`config.mk`:
```
export PLATFORM = sky130hd
export DESIGN_NAME = packet_header_prefix_framer_core
export DESIGN_NICKNAME = d
export VERILOG_FILES = /design/src/rtl/phpf_pkg.sv /design/src/rtl/packet_header_prefix_framer_core.sv /design/src/rtl/phpf_front.sv /design/src/rtl/phpf_queue.sv /design/src/rtl/phpf_back.sv
export SDC_FILE = /design/constraint.sdc
export NUM_CORES = 1
export LEC_CHECK = 0
export BUFFER_PORTS_ARGS = -buffer_cell sky130_fd_sc_hd__clkbuf_2
export CAP_MARGIN = 40
export CORE_ASPECT_RATIO = 1.5
export CORE_MARGIN = 4
export CORE_UTILIZATION = 40
export DETAILED_ROUTE_END_ITERATION = 7
export MAX_ROUTING_LAYER = met4
export SLEW_MARGIN = 15
export SYNTH_ARGS = -nofsm -noshare
export SYNTH_HDL_FRONTEND = slang
export SYNTH_SLANG_ARGS = --single-unit
export TNS_END_PERCENT = 100
```
`constraint.sdc`:
```
create_clock -name clock -period 8.5 [get_ports clock]
set_input_delay 1.7 -clock clock [delete_from_list [all_inputs] [get_ports clock]]
set_output_delay 1.7 -clock clock [all_outputs]
set_load 0.005 [all_outputs]
```
`src/rtl/phpf_pkg.sv`:
```
// shared types and constants for the packet header prefix framer
// no dependencies; used by the core, phpf_front, phpf_back and the testbench
package phpf_pkg;

   // default storage for the access code
   localparam int MAX_CODE_BITS_DEF = 64;

   // configuration port
   localparam int CSR_INDEX_W = 4;
   localparam int CSR_DATA_W  = 64;

   // register indexes on the configuration port
   localparam logic [CSR_INDEX_W-1:0] REG_ACCESS_CODE = CSR_INDEX_W'(0);
   localparam logic [CSR_INDEX_W-1:0] REG_CODE_BITS   = CSR_INDEX_W'(1);
   localparam logic [CSR_INDEX_W-1:0] REG_PREFIX_MODE = CSR_INDEX_W'(2);
   localparam logic [CSR_INDEX_W-1:0] REG_LOOP_LENGTH = CSR_INDEX_W'(3);

   // prefix mode codes
   typedef enum logic [2:0] {
      MODE_CLEAR    = 3'd0,
      MODE_INTERF   = 3'd1,
      MODE_CLR_LOOP = 3'd2,
      MODE_INT_LOOP = 3'd3,
      MODE_ALT_LOOP = 3'd4
   } mode_type;

   // access code byte count, enough for up to 8 code bytes
   localparam int NBYTES_W = 4;

   // header bytes that follow the access code
   localparam int HDR_FIXED_BYTES = 8;

   // one classified transaction handed from front to back
   typedef struct packed {
      logic [7:0]          data_byte;
      logic                first;
      logic                last;
      logic [15:0]         packet_length;
      logic [NBYTES_W-1:0] code_bytes;
      logic [7:0]          index_byte;
      logic [7:0]          size_byte;
      logic [15:0]         count;
   } phpf_cmd_type;

endpackage

```
`src/rtl/packet_header_prefix_framer_core.sv`:
```
// top level of the packet header prefix framer: front end, queue, back end
// depends on phpf_pkg, phpf_front, phpf_queue, phpf_back
//
//   channel  direction  handshake            payload
//   req      in         req_valid/req_ready  data_byte, first/last marks, length
//   rsp      out        rsp_valid/rsp_ready  out_byte, is_header, packet_end, run_last
//   csr      in         csr_valid/csr_ready  csr_index, csr_data
//
// a payload byte gives one output byte; a first byte gives ceil(bits/8) + 9,
// one byte per cycle out of the back end from the queue head while rsp_ready holds
// first result passes a queue slot, then the output register, before it is offered
// a packet start with counter + 1 at or past twice the loop length runs a
// remainder unit in the front end, req and csr not ready meanwhile
// synchronous reset; rsp stalls back up through the 2-entry queue
module packet_header_prefix_framer_core #(
   parameter int MAX_CODE_BITS = phpf_pkg::MAX_CODE_BITS_DEF
) (
   input  logic                             clock,
   input  logic                             reset,
   input  logic                             req_valid,
   output logic                             req_ready,
   input  logic [7:0]                       req_data_byte,
   input  logic                             req_first_of_packet,
   input  logic                             req_last_of_packet,
   input  logic [15:0]                      req_packet_length,
   output logic                             rsp_valid,
   input  logic                             rsp_ready,
   output logic [7:0]                       rsp_out_byte,
   output logic                             rsp_is_header,
   output logic                             rsp_packet_end,
   output logic                             rsp_run_last,
   input  logic                             csr_valid,
   output logic                             csr_ready,
   input  logic [phpf_pkg::CSR_INDEX_W-1:0] csr_index,
   input  logic [phpf_pkg::CSR_DATA_W-1:0]  csr_data
);

   localparam int CODE_PAD_W = ((MAX_CODE_BITS + 7) / 8) * 8;
   localparam int CMD_W      = $bits(phpf_pkg::phpf_cmd_type);
   localparam int ENTRY_W    = CODE_PAD_W + CMD_W;

   logic                   push_valid, push_ready;
   phpf_pkg::phpf_cmd_type push_cmd, q_cmd;
   logic [CODE_PAD_W-1:0]  push_code, q_code;
   logic                   q_valid, q_pop;
   logic [ENTRY_W-1:0]     q_in_data, q_out_data;

   // classify and sequence
   phpf_front #(
      .MAX_CODE_BITS (MAX_CODE_BITS)
   ) u_front (
      .clock               (clock),
      .reset               (reset),
      .req_valid           (req_valid),
      .req_ready           (req_ready),
      .req_data_byte       (req_data_byte),
      .req_first_of_packet (req_first_of_packet),
      .req_last_of_packet  (req_last_of_packet),
      .req_packet_length   (req_packet_length),
      .csr_valid           (csr_valid),
      .csr_ready           (csr_ready),
      .csr_index           (csr_index),
      .csr_data            (csr_data),
      .push_valid          (push_valid),
      .push_ready          (push_ready),
      .push_cmd            (push_cmd),
      .push_code           (push_code)
   );

   // decoupling queue
   assign q_in_data = {push_code, push_cmd};
   assign q_code    = q_out_data[ENTRY_W-1:CMD_W];
   assign q_cmd     = q_out_data[CMD_W-1:0];

   phpf_queue #(
      .WIDTH (ENTRY_W)
   ) u_queue (
      .clock     (clock),
      .reset     (reset),
      .in_valid  (push_valid),
      .in_ready  (push_ready),
      .in_data   (q_in_data),
      .out_valid (q_valid),
      .out_pop   (q_pop),
      .out_data  (q_out_data)
   );

   // byte emission
   phpf_back #(
      .MAX_CODE_BITS (MAX_CODE_BITS)
   ) u_back (
      .clock          (clock),
      .reset          (reset),
      .q_valid        (q_valid),
      .q_pop          (q_pop),
      .q_cmd          (q_cmd),
      .q_code         (q_code),
      .rsp_valid      (rsp_valid),
      .rsp_ready      (rsp_ready),
      .rsp_out_byte   (rsp_out_byte),
      .rsp_is_header  (rsp_is_header),
      .rsp_packet_end (rsp_packet_end),
      .rsp_run_last   (rsp_run_last)
   );

endmodule

```
`src/rtl/phpf_front.sv`:
```
// front end: configuration registers, input accept, header field classification,
// sequence counter and its modulo unit; depends on phpf_pkg
module phpf_front #(
   parameter int  MAX_CODE_BITS = phpf_pkg::MAX_CODE_BITS_DEF,
   localparam int CODE_PAD_W    = ((MAX_CODE_BITS + 7) / 8) * 8
) (
   input  logic                               clock,
   input  logic                               reset,
   input  logic                               req_valid,
   output logic                               req_ready,
   input  logic [7:0]                         req_data_byte,
   input  logic                               req_first_of_packet,
   input  logic                               req_last_of_packet,
   input  logic [15:0]                        req_packet_length,
   input  logic                               csr_valid,
   output logic                               csr_ready,
   input  logic [phpf_pkg::CSR_INDEX_W-1:0]   csr_index,
   input  logic [phpf_pkg::CSR_DATA_W-1:0]    csr_data,
   output logic                               push_valid,
   input  logic                               push_ready,
   output phpf_pkg::phpf_cmd_type             push_cmd,
   output logic [CODE_PAD_W-1:0]              push_code
);

   localparam logic [7:0]  INTERF_INDEX = 8'h11;
   localparam logic [7:0]  INTERF_SIZE  = 8'hff;
   localparam logic [15:0] NO_COUNT     = 16'hffff;
   localparam int          SEQ_W        = 16;
   localparam logic [4:0]  RED_STEPS    = 5'(SEQ_W + 1);

   // configuration registers
   logic [MAX_CODE_BITS-1:0] code_ff, code_in;
   logic [6:0]               code_bits_ff, code_bits_in;
   logic [2:0]               mode_ff, mode_in;
   logic [15:0]              loop_len_ff, loop_len_in;

   // sequence state
   logic [SEQ_W-1:0] seq_ff, seq_in;
   logic             phase_ff, phase_in;

   // modulo unit, one remainder bit per cycle
   logic             red_busy_ff, red_busy_in;
   logic [4:0]       red_cnt_ff, red_cnt_in;
   logic [SEQ_W:0]   red_num_ff, red_num_in;
   logic [SEQ_W:0]   red_rem_ff, red_rem_in;
   logic [SEQ_W-1:0] red_len_ff, red_len_in;
   logic             red_alt_ff, red_alt_in;

   logic                     accept;
   logic [6:0]               bits_eff;
   logic [7:0]               nbytes_wide;
   logic [MAX_CODE_BITS-1:0] code_masked;
   logic [SEQ_W-1:0]         len_eff;
   logic [SEQ_W:0]           seq_plus, seq_wrap, len_ext, rem_sh, rem_next;
   logic                     loop_mode, alt_mode;
   logic [7:0]               index_b, size_b;
   logic [15:0]              count_b;

   assign req_ready  = push_ready & ~red_busy_ff;
   assign csr_ready  = ~red_busy_ff;
   assign accept     = req_valid & req_ready;
   assign push_valid = accept;

   // effective code length and masked code
   always_comb begin
      bits_eff = code_bits_ff;
      if (code_bits_ff > 7'(MAX_CODE_BITS)) begin
         bits_eff = 7'(MAX_CODE_BITS);
      end
      nbytes_wide = {1'b0, bits_eff} + 8'd7;
      for (int i = 0; i < MAX_CODE_BITS; i++) begin
         code_masked[i] = code_ff[i] & (7'(i) < bits_eff);
      end
   end

   assign push_code = CODE_PAD_W'(code_masked);

   // counter step candidates
   assign len_eff  = (loop_len_ff == '0) ? 16'd1 : loop_len_ff;
   assign len_ext  = {1'b0, len_eff};
   assign seq_plus = {1'b0, seq_ff} + 17'd1;
   assign seq_wrap = seq_plus - len_ext;

   // header contents per mode
   always_comb begin
      index_b   = '0;
      size_b    = '0;
      count_b   = NO_COUNT;
      loop_mode = 1'b0;
      alt_mode  = 1'b0;
      unique case (mode_ff) inside
         phpf_pkg::MODE_INTERF: begin
            index_b = INTERF_INDEX;
            size_b  = INTERF_SIZE;
         end
         phpf_pkg::MODE_CLR_LOOP, phpf_pkg::MODE_INT_LOOP: begin
            loop_mode = 1'b1;
            count_b   = seq_ff;
            if (mode_ff == phpf_pkg::MODE_INT_LOOP) begin
               index_b = seq_ff[7:0];
               size_b  = len_eff[7:0];
            end
         end
         phpf_pkg::MODE_ALT_LOOP: begin
            loop_mode = 1'b1;
            alt_mode  = 1'b1;
            count_b   = seq_ff;
            if (phase_ff) begin
               index_b = seq_ff[7:0];
               size_b  = len_eff[7:0];
            end
         end
         default: begin
         end
      endcase
   end

   // transaction record for the back end
   always_comb begin
      push_cmd.data_byte     = req_data_byte;
      push_cmd.first         = req_first_of_packet;
      push_cmd.last          = req_last_of_packet;
      push_cmd.packet_length = req_packet_length;
      push_cmd.code_bytes    = phpf_pkg::NBYTES_W'(nbytes_wide >> 3);
      push_cmd.index_byte    = index_b;
      push_cmd.size_byte     = size_b;
      push_cmd.count         = count_b;
   end

   // one restoring modulo step
   always_comb begin
      rem_sh   = {red_rem_ff[SEQ_W-1:0], red_num_ff[SEQ_W]};
      rem_next = rem_sh;
      if (rem_sh >= {1'b0, red_len_ff}) begin
         rem_next = rem_sh - {1'b0, red_len_ff};
      end
   end

   // next state
   always_comb begin
      code_in     = code_ff;
      code_bits_in = code_bits_ff;
      mode_in     = mode_ff;
      loop_len_in = loop_len_ff;
      seq_in      = seq_ff;
      phase_in    = phase_ff;
      red_busy_in = red_busy_ff;
      red_cnt_in  = red_cnt_ff;
      red_num_in  = red_num_ff;
      red_rem_in  = red_rem_ff;
      red_len_in  = red_len_ff;
      red_alt_in  = red_alt_ff;

      // register writes
      if (csr_valid && csr_ready) begin
         unique case (csr_index)
            phpf_pkg::REG_ACCESS_CODE: code_in      = csr_data[MAX_CODE_BITS-1:0];
            phpf_pkg::REG_CODE_BITS:   code_bits_in = csr_data[6:0];
            phpf_pkg::REG_PREFIX_MODE: mode_in      = csr_data[2:0];
            phpf_pkg::REG_LOOP_LENGTH: loop_len_in  = csr_data[15:0];
            default: begin
            end
         endcase
      end

      // counter advance on a packet start
      if (accept && req_first_of_packet && loop_mode) begin
         if (seq_plus < len_ext) begin
            seq_in = seq_plus[SEQ_W-1:0];
         end else if (seq_wrap < len_ext) begin
            seq_in = seq_wrap[SEQ_W-1:0];
            if (alt_mode && (seq_wrap == '0)) begin
               phase_in = ~phase_ff;
            end
         end else begin
            red_busy_in = 1'b1;
            red_cnt_in  = RED_STEPS;
            red_num_in  = seq_plus;
            red_rem_in  = '0;
            red_len_in  = len_eff;
            red_alt_in  = alt_mode;
         end
      end

      // long remainder after the loop length shrank
      if (red_busy_ff) begin
         red_num_in = red_num_ff << 1;
         red_rem_in = rem_next;
         red_cnt_in = red_cnt_ff - 5'd1;
         if (red_cnt_ff == 5'd1) begin
            red_busy_in = 1'b0;
            seq_in      = rem_next[SEQ_W-1:0];
            if (red_alt_ff && (rem_next == '0)) begin
               phase_in = ~phase_ff;
            end
         end
      end
   end

   always_ff @(posedge clock) begin
      if (reset) begin
         code_ff      <= '0;
         code_bits_ff <= 7'd64;
         mode_ff      <= phpf_pkg::MODE_CLEAR;
         loop_len_ff  <= 16'd1;
         seq_ff       <= '0;
         phase_ff     <= 1'b0;
         red_busy_ff  <= 1'b0;
         red_cnt_ff   <= '0;
      end else begin
         code_ff      <= code_in;
         code_bits_ff <= code_bits_in;
         mode_ff      <= mode_in;
         loop_len_ff  <= loop_len_in;
         seq_ff       <= seq_in;
         phase_ff     <= phase_in;
         red_busy_ff  <= red_busy_in;
         red_cnt_ff   <= red_cnt_in;
      end
      red_num_ff <= red_num_in;
      red_rem_ff <= red_rem_in;
      red_len_ff <= red_len_in;
      red_alt_ff <= red_alt_in;
   end

endmodule

```
`src/rtl/phpf_queue.sv`:
```
// two-entry queue between front and back end
// no package dependency
module phpf_queue #(
   parameter int WIDTH = 8
) (
   input  logic             clock,
   input  logic             reset,
   input  logic             in_valid,
   output logic             in_ready,
   input  logic [WIDTH-1:0] in_data,
   output logic             out_valid,
   input  logic             out_pop,
   output logic [WIDTH-1:0] out_data
);

   logic [WIDTH-1:0] slot_ff [2];
   logic             wr_ptr_ff, wr_ptr_in;
   logic             rd_ptr_ff, rd_ptr_in;
   logic [1:0]       count_ff, count_in;
   logic             push, pop;

   assign in_ready  = (count_ff != 2'd2);
   assign out_valid = (count_ff != 2'd0);
   assign out_data  = slot_ff[rd_ptr_ff];
   assign push      = in_valid & in_ready;
   assign pop       = out_pop & out_valid;

   // pointers and fill level
   always_comb begin
      wr_ptr_in = push ? ~wr_ptr_ff : wr_ptr_ff;
      rd_ptr_in = pop ? ~rd_ptr_ff : rd_ptr_ff;
      count_in  = count_ff;
      if (push && !pop) begin
         count_in = count_ff + 2'd1;
      end else if (pop && !push) begin
         count_in = count_ff - 2'd1;
      end
   end

   always_ff @(posedge clock) begin
      if (reset) begin
         wr_ptr_ff <= 1'b0;
         rd_ptr_ff <= 1'b0;
         count_ff  <= '0;
      end else begin
         wr_ptr_ff <= wr_ptr_in;
         rd_ptr_ff <= rd_ptr_in;
         count_ff  <= count_in;
      end
      if (push) begin
         slot_ff[wr_ptr_ff] <= in_data;
      end
   end

endmodule

```
`src/rtl/phpf_back.sv`:
```
// back end: walks one queued transaction byte by byte into the output register
// depends on phpf_pkg
module phpf_back #(
   parameter int  MAX_CODE_BITS = phpf_pkg::MAX_CODE_BITS_DEF,
   localparam int CODE_BYTES    = (MAX_CODE_BITS + 7) / 8,
   localparam int CODE_PAD_W    = CODE_BYTES * 8
) (
   input  logic                   clock,
   input  logic                   reset,
   input  logic                   q_valid,
   output logic                   q_pop,
   input  phpf_pkg::phpf_cmd_type q_cmd,
   input  logic [CODE_PAD_W-1:0]  q_code,
   output logic                   rsp_valid,
   input  logic                   rsp_ready,
   output logic [7:0]             rsp_out_byte,
   output logic                   rsp_is_header,
   output logic                   rsp_packet_end,
   output logic                   rsp_run_last
);

   logic [4:0] pos_ff, pos_in;
   logic       valid_ff, valid_in;
   logic [7:0] byte_ff, byte_in;
   logic       hdr_ff, hdr_in;
   logic       end_ff, end_in;
   logic       runl_ff, runl_in;

   logic                          adv, payload_step, at_code;
   logic [4:0]                    nb_ext, pay_pos;
   logic [2:0]                    fix_pos;
   logic [phpf_pkg::NBYTES_W-1:0] byte_sel;
   logic [7:0]                    code_byte, fix_byte;

   assign nb_ext       = 5'(q_cmd.code_bytes);
   assign pay_pos      = nb_ext + 5'(phpf_pkg::HDR_FIXED_BYTES);
   assign payload_step = ~q_cmd.first | (pos_ff == pay_pos);
   assign at_code      = (pos_ff < nb_ext);
   assign fix_pos      = 3'(pos_ff - nb_ext);
   assign byte_sel     = q_cmd.code_bytes - phpf_pkg::NBYTES_W'(1)
                         - pos_ff[phpf_pkg::NBYTES_W-1:0];
   assign adv          = q_valid & (~valid_ff | rsp_ready);
   assign q_pop        = adv & payload_step;

   // access code byte, most significant first
   always_comb begin
      code_byte = '0;
      for (int j = 0; j < CODE_BYTES; j++) begin
         if (phpf_pkg::NBYTES_W'(j) == byte_sel) begin
            code_byte = q_code[j*8 +: 8];
         end
      end
   end

   // fixed header bytes after the code
   always_comb begin
      case (fix_pos)
         3'd0:    fix_byte = q_cmd.index_byte;
         3'd1:    fix_byte = q_cmd.size_byte;
         3'd2:    fix_byte = q_cmd.packet_length[15:8];
         3'd3:    fix_byte = q_cmd.packet_length[7:0];
         3'd4:    fix_byte = q_cmd.packet_length[15:8];
         3'd5:    fix_byte = q_cmd.packet_length[7:0];
         3'd6:    fix_byte = q_cmd.count[15:8];
         default: fix_byte = q_cmd.count[7:0];
      endcase
   end

   // output register and byte position
   always_comb begin
      pos_in   = pos_ff;
      valid_in = valid_ff & ~rsp_ready;
      byte_in  = byte_ff;
      hdr_in   = hdr_ff;
      end_in   = end_ff;
      runl_in  = runl_ff;
      if (adv) begin
         valid_in = 1'b1;
         runl_in  = payload_step;
         if (payload_step) begin
            pos_in  = '0;
            byte_in = q_cmd.data_byte;
            hdr_in  = 1'b0;
            end_in  = q_cmd.last;
         end else begin
            pos_in  = pos_ff + 5'd1;
            byte_in = at_code ? code_byte : fix_byte;
            hdr_in  = 1'b1;
            end_in  = 1'b0;
         end
      end
   end

   always_ff @(posedge clock) begin
      if (reset) begin
         pos_ff   <= '0;
         valid_ff <= 1'b0;
      end else begin
         pos_ff   <= pos_in;
         valid_ff <= valid_in;
      end
      byte_ff <= byte_in;
      hdr_ff  <= hdr_in;
      end_ff  <= end_in;
      runl_ff <= runl_in;
   end

   assign rsp_valid      = valid_ff;
   assign rsp_out_byte   = byte_ff;
   assign rsp_is_header  = hdr_ff;
   assign rsp_packet_end = end_ff;
   assign rsp_run_last   = runl_ff;

endmodule

```
==> impl_results.md <==
* Max layer used: met4
* Tcrit/Tclk final at 81.2%
* Post-cts resize count at 0
* XOR/XNOR share of the synthesized area at 2.14%
* Register area share after synthesis at 55.5%
* Compound-Gate Fraction of Synth Area at 15.1%
* Post-synthesis cell count at 1977
* Status: finished, final reports clean
* Synth Area in Simple Gates at 13.5%
* Synth cell types at 86
* Ant diodes at 0
* Clock sink count at 437
* Worst Path Arrival at 7.12 ns
* Vias per std cell at 5.68
* Async set-reset flop share out of synthesis at 0%
* Number of global-route vias before repair at 15624
* Total power draw at 6.39 mW
* Port Buffers at 112
* Post-place setup slack at 1.66 ns
* CTS clk-pin slew, worst paths at 0.07 ns
* Mux contribution to synthesized area at 6.24%
* Crit. End Element: flip-flop
* Worst-Skew Late Latency at 0.56 ns
* Syn nets at 2135
* Clock tree buffer depth at 3
* RePlAce Congestion at 0.901
* Total wire length at 63000 um
* Lkg Pwr at 8.57 nW
* Crit path kind: reg -> reg
* First-pass GRT wire length at 94800 um
* DP Wirelength at 46100 um
* Worst setup SP type: flip-flop
* Yosys top cell area share at 43.8%
* Fin. Hold Viols at 0
* Post-route ant nets at 0
* Final Cell Area at 24100 um^2
* Die Width at 197 um
* RSZ-0062 raised after global routing: no
* Die Area at 57300 um^2
* Ys flop type: edfxtp_1
* Largest net degree at the start of global routing at 70
* Placed instance area at 22600 um^2
* DR WL met2 at 32300 um
* Post-synth EDFFs at 312
* Pins Over Slew Limit at 0
* Nets at 2194
* Sum Neg Setup Slack at 0 ns
* Inserted Clock Buffers at 43
* Share of layout cells above drive strength 1 at 14.5%
* CTS tree: done
* H-Tree Depth at 2
* Synth Register Bits at 437
* Critical path data required time at 8.72 ns
* I/O pin count at 113
* Post-synth top area cell: edfxtp_1
* DRT Pass-1 Iters at 5
* Fmax achieved at 145 MHz
* Final hold slack at 0.452 ns
* MaxCap Viol Count at 0
* Post-Route Skew at 0.0238 ns
* Initial drt markers at 1224
* GRT overflow at 0
* Total setup buffers inserted after CTS at 0
* Met3 Routed Length at 2950 um
* Total Routing Usage GR at 22.0%
* Via count at 15628
* Mean area per synthesized cell at 10.8 um^2
* Root Driver: clkbuf_16
* Initial core utilization at 40.5%
* Least-Margin Pin Slew at 0.917 ns
* Post-CTS Hold Fix Bufs at 0
* Mapped cell area at 21400 um^2
* Final setup fails at 0
* Row cnt at 103
* Core area at 52800 um^2
* Die H at 291 um
* Pwr dens at 265 nW/um^2
* Crit path time final at 6.90 ns
* Per-cell routed wire length at 22.9 um
* Synth Warn # at 0
* Slew headroom at 38.5%
* Peak supply drop at 208 uV
* DRC Markers at 0
* Worst min path class: reg -> reg
* PnR worst setup slack at 1.60 ns
* Share of synthesized cell area in full adder, half adder and majority cells at 3.76%
* M1 WL at 24400 um
* Layout Area Growth over Synthesis at 12.6%
* Crit-path max FO at 21
* Main combinational cell family by area after synthesis: compound AO/OA/AOI/OAI gates
* Initial antenna violation count at 0
* Ranking of synthesized cells by area: edfxtp_1 44%, dfxtp_1 12%, a21oi_1 4.7%, mux2i_1 4.1%, nand2_1 4.1%
## kinds of logic (layout without fill, tap and decap cells)
| family | after synthesis | count (layout) |
|---|---|---|
| compound gates | 500 | 500 |
| xor+xnor | 50 | 50 |
| fa+ha+maj | 63 | 63 |
| buf+inv | 203 | 297 |
| flops | 437 | 437 |
| mux | 128 | 128 |
| simple gates | 596 | 596 |
## layer usage
layer | up-vias | global-route usage, %
met4 | 0 | 10.1
met3 | 140 | 2.61
li1 | 7343 | -
met1 | 7648 | 25.3
met2 | 497 | 38.1
met5 | - | -
## cells in the mapped netlist, types with 8 or more instances
master    number
o22ai_1       18
nor3_1        37
a22o_1        18
a211oi_1      29
nor2_1       116
nor2b_1       35
inv_1         67
a22oi_1       18
and2_1        37
a21boi_0      25
dfxtp_1      125
a21oi_1      201
nand3b_1       8
nor4_1         8
a221oi_1      31
ha_1          56
mux2i_1       88
or2_2         22
o21a_1        18
mux2_2        38
nand4_1       12
buf_1         10
a21o_1        25
xnor2_1       29
nand2b_1      16
edfxtp_1     312
clkbuf_1     113
o21ai_0       58
nand3_1       23
nand2_1      231
xor2_1        20
and3_1        11
## metrics by stage
stage | util [%] | std cells
after floorplan | - | 1977
after global routing | 45.6 | 2753
after CTS | 45.5 | 2750
after global placement | 42.5 | 2659
final | 45.6 | 2753
after detailed placement | 42.7 | 2670
## worst max-delay path, cell delays in order, from the launching register on
cell and delay, ns:
dfxtp_1 0.65, and4_1 0.29, nand3_1 0.28, nor2_1 0.28, nand2_1 0.10, xnor2_1 0.31, ha_1 0.37, and2_1 0.22
nand2_1 0.11, a211oi_1 0.08, a2111oi_1 0.62, xnor2_1 0.25, ha_1 0.33, nand2_1 0.07, nor3_1 0.23, o21ai_0 0.16
a2111oi_0 0.48, or4_4 0.23, a21oi_4 0.04, and2_1 0.34, nor3_2 0.24, nor2_1 0.08, inv_1 0.40, buf_4 0.40
## power breakdown
part | switching, mW | internal (mW)
logic | 1.12 | 0.643
clock network | 0.839 | 1.12
registers | 0.112 | 2.55
## placed cells by master, fill, tap and decap left out, drive strengths merged, types with 40 or more instances in the layout
cell type  netlist  layout
edfxtp         312     312
nand2          231     231
a21oi          203     203
clkbuf         113     168
dfxtp          125     125
nor2           116     116
mux2i           88      88
inv             68      70
o21ai           62      62
ha              56      56
mux2            40      40
## path summary, 6_finish.rpt
kind	startpoint	end	slack, ns	depth (start not counted)
worst min-delay path	u_front.code_ff[15]	u_front.code_ff[15]	0.45	2
worst max register to register	u_front.seq_ff[0]	u_front.red_rem_ff[1]	1.60	23
worst min register to register	u_front.code_ff[15]	u_front.code_ff[15]	0.45	2
worst max-delay path	u_front.seq_ff[0]	u_front.red_rem_ff[1]	1.60	23
## sequential cells by signal (all words and copies together), names as in the netlist, 2 cells and up, named ones only
register	cells
u_front.code_ff	64
u_front.red_rem_ff	16
u_front.seq_ff	16
u_front.red_cnt_ff	5
u_back.pos_ff	5
u_front.mode_ff	3
u_front.loop_len_ff	16
u_queue.slot_ff	252
u_front.code_bits_ff	7
u_front.red_len_ff	16
u_front.red_num_ff	17
u_queue.count_ff	2
u_back.rsp_out_byte	8
## final cells by class
class | count | area [um^2]
Timing Repair Buffer | 149 | 898
Multi-Input combinational cell | 1337 | 8740
Inverter | 68 | 255
Clock buffer | 56 | 1190
Sequential cell | 437 | 11900
Tap cell | 682 | 853
Fill cell | 4936 | 28800
Clock inverter | 24 | 259
Power figures use the tool's default switching activity.
